[src/design/gsc_pkg.sv]
// ----------------------------------------------------------------------------
// gsc_pkg
// Shared types, constants and the blend arithmetic for the gradient strip
// renderer.
// ----------------------------------------------------------------------------
package gsc_pkg;

  // strip geometry bounds
  localparam int MAX_WIDTH  = 1024;
  localparam int MAX_HEIGHT = 16;
  localparam int ROW_CAP    = 16;
  localparam int H_CAP      = (MAX_HEIGHT < ROW_CAP) ? MAX_HEIGHT : ROW_CAP;

  // field widths
  localparam int COLOR_W = 32;
  localparam int WIDTH_W = 10;
  localparam int HEIGHT_W = 5;
  localparam int GRAY_W  = 8;
  localparam int ROW_W   = 4;
  localparam int ACC_W   = 25;
  localparam int NUM_CH  = 4;

  // step division: 8-bit magnitude shifted up by 16
  localparam int DIV_BITS = 24;
  localparam int DIV_CNT_W = 5;
  localparam int HALF_W   = 9;

  // register reset values
  localparam logic [COLOR_W-1:0]  START_COLOR_RST = 32'h0000_00ff;
  localparam logic [COLOR_W-1:0]  MID_COLOR_RST   = 32'hff00_00ff;
  localparam logic [COLOR_W-1:0]  END_COLOR_RST   = 32'hffff_ffff;
  localparam logic [WIDTH_W-1:0]  WIDTH_RST       = 10'd96;
  localparam logic [HEIGHT_W-1:0] HEIGHT_RST      = 5'd8;
  localparam logic [GRAY_W-1:0]   DARK_RST        = 8'h5f;
  localparam logic [GRAY_W-1:0]   LIGHT_RST       = 8'ha0;
  localparam logic [GRAY_W-1:0]   MASK_RST        = 8'h08;

  // configuration register indexes
  typedef enum logic [2:0] {
    REG_START_COLOR  = 3'd0,
    REG_MID_COLOR    = 3'd1,
    REG_END_COLOR    = 3'd2,
    REG_STRIP_WIDTH  = 3'd3,
    REG_STRIP_HEIGHT = 3'd4,
    REG_CHECK_DARK   = 3'd5,
    REG_CHECK_LIGHT  = 3'd6,
    REG_CHECK_MASK   = 3'd7
  } cfg_reg_t;

  // controller states
  typedef enum logic [2:0] {
    ST_IDLE,
    ST_ADVANCE,
    ST_DIVIDE,
    ST_STEP_WRITE,
    ST_EMIT
  } gsc_state_t;

  // controller to datapath
  typedef struct packed {
    logic row_clear;
    logic load_start;
    logic advance;
    logic load_mid;
    logic div_step;
    logic write_step;
    logic emit;
  } gsc_cmd_t;

  // datapath to controller
  typedef struct packed {
    logic past_end;
    logic switch_due;
    logic div_last;
    logic no_rows;
    logic row_last;
    logic out_free;
  } gsc_status_t;

  // channel i of a packed rgba word, red first
  function automatic logic [7:0] chan_of(input logic [COLOR_W-1:0] rgba,
                                         input int unsigned idx);
    return rgba[31 - 8*idx -: 8];
  endfunction

  // bg + floor((fc + floor(fc/256) + 128) / 256), fc = (color - bg) * alpha
  function automatic logic [7:0] blend(input logic [7:0] color,
                                       input logic [7:0] bg,
                                       input logic [7:0] alpha);
    logic signed [8:0]  diff;
    logic signed [8:0]  alpha_s;
    logic signed [17:0] fc;
    logic signed [18:0] sum;
    logic signed [18:0] shr;
    diff    = $signed({1'b0, color}) - $signed({1'b0, bg});
    alpha_s = $signed({1'b0, alpha});
    fc      = diff * alpha_s;
    sum     = 19'(fc) + 19'(fc >>> 8) + 19'sd128;
    shr     = sum >>> 8;
    return bg + shr[7:0];
  endfunction

endpackage

[src/design/gsc_in_if.sv]
// ----------------------------------------------------------------------------
// gsc_in_if
// Column request channel: one request draws one column of the strip.
// ----------------------------------------------------------------------------
interface gsc_in_if;
  logic valid;
  logic ready;
  logic start_strip;

  modport source (output valid, output start_strip, input ready);
  modport sink   (input valid, input start_strip, output ready);
endinterface

[src/design/gsc_out_if.sv]
// ----------------------------------------------------------------------------
// gsc_out_if
// Pixel channel: one blended pixel per request.
// ----------------------------------------------------------------------------
interface gsc_out_if;
  logic       valid;
  logic       ready;
  logic [7:0] red;
  logic [7:0] green;
  logic [7:0] blue;
  logic [3:0] pixel_row;
  logic [9:0] pixel_column;
  logic       last_in_column;

  modport source (output valid, output red, output green, output blue,
                  output pixel_row, output pixel_column, output last_in_column,
                  input ready);
  modport sink   (input valid, input red, input green, input blue,
                  input pixel_row, input pixel_column, input last_in_column,
                  output ready);
endinterface

[src/design/gradient_strip_checker_blend.sv]
// ----------------------------------------------------------------------------
// gradient_strip_checker_blend
// Two-segment RGBA gradient strip blended over a checkerboard, one column
// per request, one pixel per output request.
// ----------------------------------------------------------------------------
// Channels: strip (sink) carries start_strip; a request with start_strip set
// restarts at column 0, otherwise the next column is drawn. pixel (source)
// returns one blended pixel per row, rows in increasing order, with
// last_in_column on the final row. Registers are written through cfg_we,
// cfg_index and cfg_data while the block is idle, a rule for the user that the
// block itself does not enforce. The step division runs four lanes, one
// quotient bit per cycle, to a 24-bit quotient per lane. A restart loads the
// first segment, divides and writes the steps before its first pixel; a
// column entering the second segment advances, reloads and divides first;
// a plain advance goes straight to its rows. Throughput: one pixel per cycle
// from the output register while the receiver is ready. A request past the
// end of the strip gives no pixels. Reset clears the accumulators, steps and
// column position and loads the register defaults. When the receiver stalls,
// the held pixel stays in the output register and the row walk waits.
// ----------------------------------------------------------------------------
module gradient_strip_checker_blend (
  input  logic                        clk,
  input  logic                        rst,
  gsc_in_if.sink                      strip,
  gsc_out_if.source                   pixel,
  input  logic                        cfg_we,
  input  logic [2:0]                  cfg_index,
  input  logic [gsc_pkg::COLOR_W-1:0] cfg_data
);
  import gsc_pkg::*;

  gsc_cmd_t    cmd;
  gsc_status_t status;

  // sequencer
  gsc_ctrl u_ctrl (
    .clk      (clk),
    .rst      (rst),
    .in_valid (strip.valid),
    .in_start (strip.start_strip),
    .in_ready (strip.ready),
    .status   (status),
    .cmd      (cmd)
  );

  // arithmetic and storage
  gsc_datapath u_datapath (
    .clk            (clk),
    .rst            (rst),
    .cfg_we         (cfg_we),
    .cfg_index      (cfg_index),
    .cfg_data       (cfg_data),
    .cmd            (cmd),
    .status         (status),
    .out_ready      (pixel.ready),
    .out_valid      (pixel.valid),
    .red            (pixel.red),
    .green          (pixel.green),
    .blue           (pixel.blue),
    .pixel_row      (pixel.pixel_row),
    .pixel_column   (pixel.pixel_column),
    .last_in_column (pixel.last_in_column)
  );

endmodule

[src/design/gsc_ctrl.sv]
// ----------------------------------------------------------------------------
// gsc_ctrl
// Sequencer: accepts a column request, steps the accumulators or reloads a
// segment, runs the step division and walks the rows of the column.
// ----------------------------------------------------------------------------
module gsc_ctrl (
  input  logic                 clk,
  input  logic                 rst,
  input  logic                 in_valid,
  input  logic                 in_start,
  output logic                 in_ready,
  input  gsc_pkg::gsc_status_t status,
  output gsc_pkg::gsc_cmd_t    cmd
);
  import gsc_pkg::*;

  gsc_state_t state;
  gsc_state_t state_next;

  // state register
  always_ff @(posedge clk) begin
    if (rst) begin
      state <= ST_IDLE;
    end else begin
      state <= state_next;
    end
  end

  // next state and commands
  always_comb begin
    state_next = state;
    cmd        = '0;
    in_ready   = 1'b0;
    unique case (state)
      ST_IDLE: begin
        in_ready = 1'b1;
        if (in_valid) begin
          cmd.row_clear = 1'b1;
          if (in_start) begin
            cmd.load_start = 1'b1;
            state_next     = ST_DIVIDE;
          end else if (!status.past_end) begin
            cmd.advance = 1'b1;
            state_next  = ST_ADVANCE;
          end
        end
      end
      ST_ADVANCE: begin
        if (status.switch_due) begin
          cmd.load_mid = 1'b1;
          state_next   = ST_DIVIDE;
        end else begin
          state_next = ST_EMIT;
        end
      end
      ST_DIVIDE: begin
        cmd.div_step = 1'b1;
        if (status.div_last) begin
          state_next = ST_STEP_WRITE;
        end
      end
      ST_STEP_WRITE: begin
        cmd.write_step = 1'b1;
        state_next     = ST_EMIT;
      end
      ST_EMIT: begin
        if (status.no_rows) begin
          state_next = ST_IDLE;
        end else if (status.out_free) begin
          cmd.emit = 1'b1;
          if (status.row_last) begin
            state_next = ST_IDLE;
          end
        end
      end
      default: state_next = ST_IDLE;
    endcase
  end

endmodule

[src/design/gsc_datapath.sv]
// ----------------------------------------------------------------------------
// gsc_datapath
// Configuration registers, 9.16 channel accumulators and steps, a four-lane
// restoring divider, the row counter and the registered pixel output.
// ----------------------------------------------------------------------------
module gsc_datapath (
  input  logic                            clk,
  input  logic                            rst,
  input  logic                            cfg_we,
  input  logic [2:0]                      cfg_index,
  input  logic [gsc_pkg::COLOR_W-1:0]     cfg_data,
  input  gsc_pkg::gsc_cmd_t               cmd,
  output gsc_pkg::gsc_status_t            status,
  input  logic                            out_ready,
  output logic                            out_valid,
  output logic [7:0]                      red,
  output logic [7:0]                      green,
  output logic [7:0]                      blue,
  output logic [gsc_pkg::ROW_W-1:0]       pixel_row,
  output logic [gsc_pkg::WIDTH_W-1:0]     pixel_column,
  output logic                            last_in_column
);
  import gsc_pkg::*;

  localparam logic [12:0] MaxW = 13'(MAX_WIDTH);
  localparam logic [HEIGHT_W-1:0] HCap = HEIGHT_W'(H_CAP);
  localparam logic [DIV_CNT_W-1:0] DivLast = DIV_CNT_W'(DIV_BITS - 1);

  // configuration
  logic [COLOR_W-1:0]  start_color;
  logic [COLOR_W-1:0]  mid_color;
  logic [COLOR_W-1:0]  end_color;
  logic [WIDTH_W-1:0]  strip_width;
  logic [HEIGHT_W-1:0] strip_height;
  logic [GRAY_W-1:0]   checker_dark;
  logic [GRAY_W-1:0]   checker_light;
  logic [GRAY_W-1:0]   checker_mask;

  // gradient state
  logic [ACC_W-1:0]    accum [NUM_CH];
  logic [ACC_W-1:0]    step  [NUM_CH];
  logic [WIDTH_W-1:0]  col;
  logic                second;
  logic [ROW_W-1:0]    row;

  // divider lanes
  logic [DIV_BITS-1:0]  dvd     [NUM_CH];
  logic [HALF_W-1:0]    rem     [NUM_CH];
  logic                 neg     [NUM_CH];
  logic [DIV_CNT_W-1:0] div_cnt;

  logic [WIDTH_W-1:0]  w_clip;
  logic [HALF_W-1:0]   half;
  logic [WIDTH_W-1:0]  total;
  logic [HEIGHT_W-1:0] h_clip;
  logic                out_free;
  logic [COLOR_W-1:0]  seg_from;
  logic [COLOR_W-1:0]  seg_to;
  logic [GRAY_W-1:0]   bg;
  logic [WIDTH_W-1:0]  check_bits;

  // geometry after clipping
  always_comb begin
    w_clip = (13'(strip_width) > MaxW) ? MaxW[WIDTH_W-1:0] : strip_width;
    half   = w_clip[WIDTH_W-1:1];
    total  = {half, 1'b0};
    h_clip = (strip_height > HCap) ? HCap : strip_height;
  end

  assign out_free = !out_valid || out_ready;

  // status to controller
  always_comb begin
    status.past_end   = (col >= total);
    status.switch_due = !second && (col >= {1'b0, half});
    status.div_last   = (div_cnt == DivLast);
    status.no_rows    = (col >= total) || (h_clip == '0);
    status.row_last   = ((HEIGHT_W'(row) + 5'd1) == h_clip);
    status.out_free   = out_free;
  end

  // configuration writes
  always_ff @(posedge clk) begin
    if (rst) begin
      start_color   <= START_COLOR_RST;
      mid_color     <= MID_COLOR_RST;
      end_color     <= END_COLOR_RST;
      strip_width   <= WIDTH_RST;
      strip_height  <= HEIGHT_RST;
      checker_dark  <= DARK_RST;
      checker_light <= LIGHT_RST;
      checker_mask  <= MASK_RST;
    end else if (cfg_we) begin
      unique case (cfg_index)
        REG_START_COLOR:  start_color   <= cfg_data;
        REG_MID_COLOR:    mid_color     <= cfg_data;
        REG_END_COLOR:    end_color     <= cfg_data;
        REG_STRIP_WIDTH:  strip_width   <= cfg_data[WIDTH_W-1:0];
        REG_STRIP_HEIGHT: strip_height  <= cfg_data[HEIGHT_W-1:0];
        REG_CHECK_DARK:   checker_dark  <= cfg_data[GRAY_W-1:0];
        REG_CHECK_LIGHT:  checker_light <= cfg_data[GRAY_W-1:0];
        REG_CHECK_MASK:   checker_mask  <= cfg_data[GRAY_W-1:0];
        default: ;
      endcase
    end
  end

  // segment endpoints for a reload
  assign seg_from = cmd.load_start ? start_color : mid_color;
  assign seg_to   = cmd.load_start ? mid_color   : end_color;

  // column position and segment flag
  always_ff @(posedge clk) begin
    if (rst) begin
      col    <= '0;
      second <= 1'b0;
    end else if (cmd.load_start) begin
      col    <= '0;
      second <= 1'b0;
    end else if (cmd.advance) begin
      col <= col + 10'd1;
    end else if (cmd.load_mid) begin
      second <= 1'b1;
    end
  end

  // accumulators and steps
  always_ff @(posedge clk) begin
    if (rst) begin
      for (int i = 0; i < NUM_CH; i++) begin
        accum[i] <= '0;
        step[i]  <= '0;
      end
    end else begin
      for (int i = 0; i < NUM_CH; i++) begin
        if (cmd.load_start || cmd.load_mid) begin
          accum[i] <= {1'b0, chan_of(seg_from, i), 16'h0000};
        end else if (cmd.advance) begin
          accum[i] <= accum[i] + step[i];
        end
        if (cmd.write_step) begin
          if (half == '0) begin
            step[i] <= '0;
          end else if (neg[i]) begin
            step[i] <= '0 - {1'b0, dvd[i]};
          end else begin
            step[i] <= {1'b0, dvd[i]};
          end
        end
      end
    end
  end

  // restoring divider, one quotient bit per lane each cycle that div_step is set
  always_ff @(posedge clk) begin
    logic signed [8:0] diff;
    logic [8:0]        mag;
    logic [9:0]        trial;
    logic              ge;
    if (cmd.load_start || cmd.load_mid) begin
      div_cnt <= '0;
      for (int i = 0; i < NUM_CH; i++) begin
        diff   = $signed({1'b0, chan_of(seg_to, i)}) - $signed({1'b0, chan_of(seg_from, i)});
        mag    = diff[8] ? 9'(-diff) : 9'(diff);
        neg[i] <= diff[8];
        dvd[i] <= {mag[7:0], 16'h0000};
        rem[i] <= '0;
      end
    end else if (cmd.div_step) begin
      div_cnt <= div_cnt + 5'd1;
      for (int i = 0; i < NUM_CH; i++) begin
        trial  = {rem[i], dvd[i][DIV_BITS-1]};
        ge     = (trial >= {1'b0, half});
        rem[i] <= ge ? 9'(trial - {1'b0, half}) : trial[HALF_W-1:0];
        dvd[i] <= {dvd[i][DIV_BITS-2:0], ge};
      end
    end
  end

  // row counter
  always_ff @(posedge clk) begin
    if (rst) begin
      row <= '0;
    end else if (cmd.row_clear) begin
      row <= '0;
    end else if (cmd.emit) begin
      row <= row + 4'd1;
    end
  end

  // checker background of the current pixel
  assign check_bits = (col & {2'b00, checker_mask}) ^ ({6'd0, row} & {2'b00, checker_mask});
  assign bg         = (check_bits != '0) ? checker_dark : checker_light;

  // pixel output register
  always_ff @(posedge clk) begin
    if (rst) begin
      out_valid <= 1'b0;
    end else if (cmd.emit) begin
      out_valid <= 1'b1;
    end else if (out_ready) begin
      out_valid <= 1'b0;
    end
  end

  always_ff @(posedge clk) begin
    if (cmd.emit) begin
      red            <= blend(accum[0][23:16], bg, accum[3][23:16]);
      green          <= blend(accum[1][23:16], bg, accum[3][23:16]);
      blue           <= blend(accum[2][23:16], bg, accum[3][23:16]);
      pixel_row      <= row;
      pixel_column   <= col;
      last_in_column <= status.row_last;
    end
  end

endmodule
[src/flat_wrapper.sv]
// flat-port wrapper written by rule: the top's interface ports become plain ports
module gradient_strip_checker_blend_flat import gsc_pkg::*;
  (clk, rst, cfg_we, cfg_index, cfg_data, strip_valid, strip_start_strip, strip_ready, pixel_valid, pixel_red, pixel_green, pixel_blue, pixel_pixel_row, pixel_pixel_column, pixel_last_in_column, pixel_ready);
  gsc_in_if strip_i ();
  gsc_out_if pixel_i ();
  input  logic clk;
  input  logic rst;
  input  logic cfg_we;
  input  logic [2:0] cfg_index;
  input  logic [gsc_pkg::COLOR_W-1:0] cfg_data;
  input wire logic [$bits(strip_i.valid)-1:0] strip_valid;
  input wire logic [$bits(strip_i.start_strip)-1:0] strip_start_strip;
  output wire logic [$bits(strip_i.ready)-1:0] strip_ready;
  output wire logic [$bits(pixel_i.valid)-1:0] pixel_valid;
  output wire logic [$bits(pixel_i.red)-1:0] pixel_red;
  output wire logic [$bits(pixel_i.green)-1:0] pixel_green;
  output wire logic [$bits(pixel_i.blue)-1:0] pixel_blue;
  output wire logic [$bits(pixel_i.pixel_row)-1:0] pixel_pixel_row;
  output wire logic [$bits(pixel_i.pixel_column)-1:0] pixel_pixel_column;
  output wire logic [$bits(pixel_i.last_in_column)-1:0] pixel_last_in_column;
  input wire logic [$bits(pixel_i.ready)-1:0] pixel_ready;
  assign strip_i.valid = strip_valid;
  assign strip_i.start_strip = strip_start_strip;
  assign strip_ready = strip_i.ready;
  assign pixel_valid = pixel_i.valid;
  assign pixel_red = pixel_i.red;
  assign pixel_green = pixel_i.green;
  assign pixel_blue = pixel_i.blue;
  assign pixel_pixel_row = pixel_i.pixel_row;
  assign pixel_pixel_column = pixel_i.pixel_column;
  assign pixel_last_in_column = pixel_i.last_in_column;
  assign pixel_i.ready = pixel_ready;
  gradient_strip_checker_blend u_core (.clk(clk), .rst(rst), .strip(strip_i), .pixel(pixel_i), .cfg_we(cfg_we), .cfg_index(cfg_index), .cfg_data(cfg_data));
endmodule
[config.mk]
export PLATFORM = sky130hd
export DESIGN_NAME = gradient_strip_checker_blend_flat
export DESIGN_NICKNAME = d
export VERILOG_FILES = /design/src/design/gsc_pkg.sv /design/src/design/gsc_in_if.sv /design/src/design/gsc_out_if.sv /design/src/design/gradient_strip_checker_blend.sv /design/src/design/gsc_ctrl.sv /design/src/design/gsc_datapath.sv /design/src/flat_wrapper.sv
export SDC_FILE = /design/constraint.sdc
export NUM_CORES = 2
export LEC_CHECK = 0
export BUFFER_PORTS_ARGS = -buffer_cell sky130_fd_sc_hd__buf_2
export CORE_MARGIN = 10
export CORE_UTILIZATION = 55
export CTS_CLUSTER_SIZE = 20
export DETAILED_ROUTE_END_ITERATION = 8
export GPL_TIMING_DRIVEN = 0
export MAX_ROUTING_LAYER = met4
export PLACE_DENSITY = 0.74
export SLEW_MARGIN = 20
export SYNTH_ARGS = -nofsm -noshare
export SYNTH_HDL_FRONTEND = slang
export SYNTH_SLANG_ARGS = --single-unit
[constraint.sdc]
create_clock -name clk -period 16.7 [get_ports clk]
set_clock_uncertainty 0.2 [all_clocks]
set_input_delay 1.67 -clock clk [delete_from_list [all_inputs] [get_ports clk]]
set_output_delay 1.67 -clock clk [all_outputs]
set_load 0.05 [all_outputs]
==> impl_metrics.csv <==
group,metric,value,unit
logic_synthesis,synth.distinct_cells,74,
global_routing,grt_max_degree,52,
clock_network,clock-root-buffer,"clkbuf_16",
cells_and_area,synthToLayoutAreaGrowth,8.975,%
floorplan,num_io_pins,82,
cells_and_area,fin_area,45080,um^2
timing,tns,0,ns
detailed_routing,drc,0,
placed_design,pre_cts_slack,2.774,ns
floorplan,rows,100,
global_routing,first_global_vias,30840,
logic_synthesis,synth_cells,4288,
logic_synthesis,yosys_warnings,0,
cells_and_area,n_fill_cell,6301,
placed_design,numPortBuffers,77,
clock_network,tritoncts,"built",
logic_synthesis,avgSynthCellArea,9.647,um^2
clock_network,cts_hold_buf,0,
critical_path,cpMaxStageDelayCell,"clkinv_1",
logic_synthesis,synth_edf_count,367,
cells_and_area,final_common_cell,"nand2_1",
clock_network,clk_pin_slew,0.07,ns
clock_network,cts_setup_buffers,0,
critical_path,path_common_cell,"ha_1",
cells_and_area,nets,5069,
detailed_routing,vias,31810,
logic_synthesis,async_flop_share,0,%
critical_path,cp_top_family,"adder cells",
critical_path,slowest_delay,0.75,ns
floorplan,die_area,86580,um^2
clock_network,cts_buffer_depth,3,
global_routing,grt_pass1_wl,170700,um
placed_design,dp_hpwl,82790,um
clock_network,h-tree-depth,2,
logic_synthesis,syn_area,41360,um^2
detailed_routing,wl_per_cell,20.00,um
clock_network,ctsResizeCount,0,
clock_network,cts.sinks,525,
cells_and_area,layout_common_cells,"nand2_1 (432), ha_1 (410), inv_1 (391)",
timing,fin_crit_sh,84.22,%
run_status,status,"completed",
floorplan,core_area,74450,um^2
critical_path,startpoint_type,"flip-flop",
flow_run,cap_viol_max_count,0,
logic_synthesis,syn_nets,4928,
floorplan,die_y,294.2,um
critical_path,arrival,14.25,ns
timing,finalHoldViolCount,0,
global_routing,grt_use_total,25.67,%
logic_synthesis,ys.flop_type,"edfxtp_1",
logic_synthesis,synth-seq-area-share,34.29,%
placed_design,gp_congestion,0.9418,
critical_path,critical_path_class,"reg -> reg",
timing,relSlewSlack,14.03,%
timing,rsz0062_at_grt,"false",
clock_network,cts-buffers-inserted,56,
floorplan,initial_core_util,55.56,%
timing,hold_slack,0.2540,ns
critical_path,cp_max_fo,11,
logic_synthesis,yosys_register_bits,525,
detailed_routing,viasPerCell,5.832,
placed_design,post_dp_cell_area,43120,um^2
detailed_routing,routed_wl,109100,um
timing,drv_slew,0,
detailed_routing,antenna_left,0,
floorplan,die_w,294.2,um
cells_and_area,drive_gt1_share,6.433,%
critical_path,endpoint_kind,"flip-flop",
detailed_routing,dr.pass1.iters,6,
timing,setup_viol,0,
min_path,hp-class,"reg -> reg",
timing,fmax,0.07110,GHz
critical_path,worst_ep_required_time,16.88,ns
clock_network,clk_latency,0.66,ns
global_routing,grt_overflow,0,
critical_path,reg2reg_slack,2.64,ns
detailed_routing,drt-initial-drc-count,2883,
timing,setup_slack,2.636,ns
global_routing,antenna_found_initial,10,
timing,worst_pin_slew,1.284,ns
timing,min_period,14.06,ns
critical_path,worstPathBufferInverterCount,6,
-- stage by stage --
| step | util [%] | cells |
|---|---|---|
| 3_3_place_gp | 57.71 | 5334 |
| 4_1_cts | 60.51 | 5446 |
| 3_5_place_dp | 57.92 | 5340 |
| 6_report | 60.55 | 5455 |
| 2_1_floorplan | - | 4288 |
| 5_1_grt | 60.54 | 5453 |
-- registers in the layout, summed over array words and instances (netlist names), 9 cells and up --
signal                          count
u_core.u_datapath.mid_color        32
u_core.u_datapath.pixel_column     10
u_core.u_datapath.dvd              96
u_core.u_datapath.end_color        32
u_core.u_datapath.step             96
u_core.u_datapath.col              10
u_core.u_datapath.accum            96
u_core.u_datapath.strip_width       9
u_core.u_datapath.start_color      32
u_core.u_datapath.rem              36
-- worst paths after layout --
kind,from,endpoint,cells after the start
max,u_core.u_datapath.col[3]$_SDFFE_PP0P_,u_core.u_datapath.green[6]$_DFFE_PP_,46
min,u_core.u_datapath.start_color[27]$_SDFFE_PP0P_,u_core.u_datapath.start_color[27]$_SDFFE_PP0P_,2
max reg2reg,u_core.u_datapath.col[3]$_SDFFE_PP0P_,u_core.u_datapath.green[6]$_DFFE_PP_,46
min reg2reg,u_core.u_datapath.start_color[27]$_SDFFE_PP0P_,u_core.u_datapath.start_color[27]$_SDFFE_PP0P_,2
-- cells by family after synthesis --
family	after synthesis	share of synthesized area, %
multiplexers	113	2.880
AO/OA/AOI/OAI	739	11.47
flip-flops	525	34.29
XOR/XNOR	393	8.358
AND/OR/NAND/NOR	1345	15.64
adder cells (fa/ha/maj)	631	22.39
buffers and inverters	542	4.979
-- worst reg2reg max path, delay by kind of cell, from the launching register on --
family	cells	cell delay, ns
adders and majority gates	15	5.90
AOI/OAI and AO/OA	13	3.52
buffers and inverters	6	1.42
xor gates and xnor gates	5	1.04
and+or+nand+nor	6	0.76
DFF	1	0.55
muxes	1	0.43
-- synth_stat cells (all sizes together) (40+ instances only) --
cell type | instances | area (um^2)
nor2b | 104 | 650.6
xor2 | 199 | 1743
clkbuf | 133 | 505.5
nor3 | 55 | 275.3
nand2 | 432 | 1622
inv | 391 | 1468
and3 | 72 | 450.4
edfxtp | 367 | 11020
a21oi | 246 | 1269
o21ai | 142 | 710.7
o31ai | 40 | 300.3
xnor2 | 194 | 1714
a211o | 49 | 429.2
dfxtp | 158 | 3163
and2 | 103 | 644.4
ha | 410 | 5130
nor2 | 331 | 1242
fa | 189 | 3784
mux2i | 75 | 763.2
nand2b | 69 | 431.7
nand3 | 45 | 225.2
a21o | 88 | 660.6
-- area by class of cell --
cell class / count / area (um^2) / share of cell area [%]
antenna: 9 / 22.52 / 0.04996
buffer: 150 / 591.8 / 1.313
clock buffer: 69 / 1554 / 3.447
clock inverter: 37 / 372.9 / 0.8272
inverter: 392 / 1471 / 3.264
multi-input combinational: 3221 / 25160 / 55.81
sequential: 525 / 14180 / 31.47
tap: 969 / 1212 / 2.690
timing repair buffer: 83 / 510.5 / 1.132
-- per-layer routing --
| layer | track usage, % | share of wire (%) | wire length [um] |
|---|---|---|---|
| met5 | - | 0 | 0 |
| met4 | 9.309 | 3.7 | 4058 |
| met3 | 3.914 | 7.9 | 8629 |
| met2 | 41.28 | 47 | 50780 |
| met1 | 32.60 | 42 | 45620 |
Power is not shown: default switching activity piles up to over one toggle a cycle in this logic, so the estimate is an artifact.
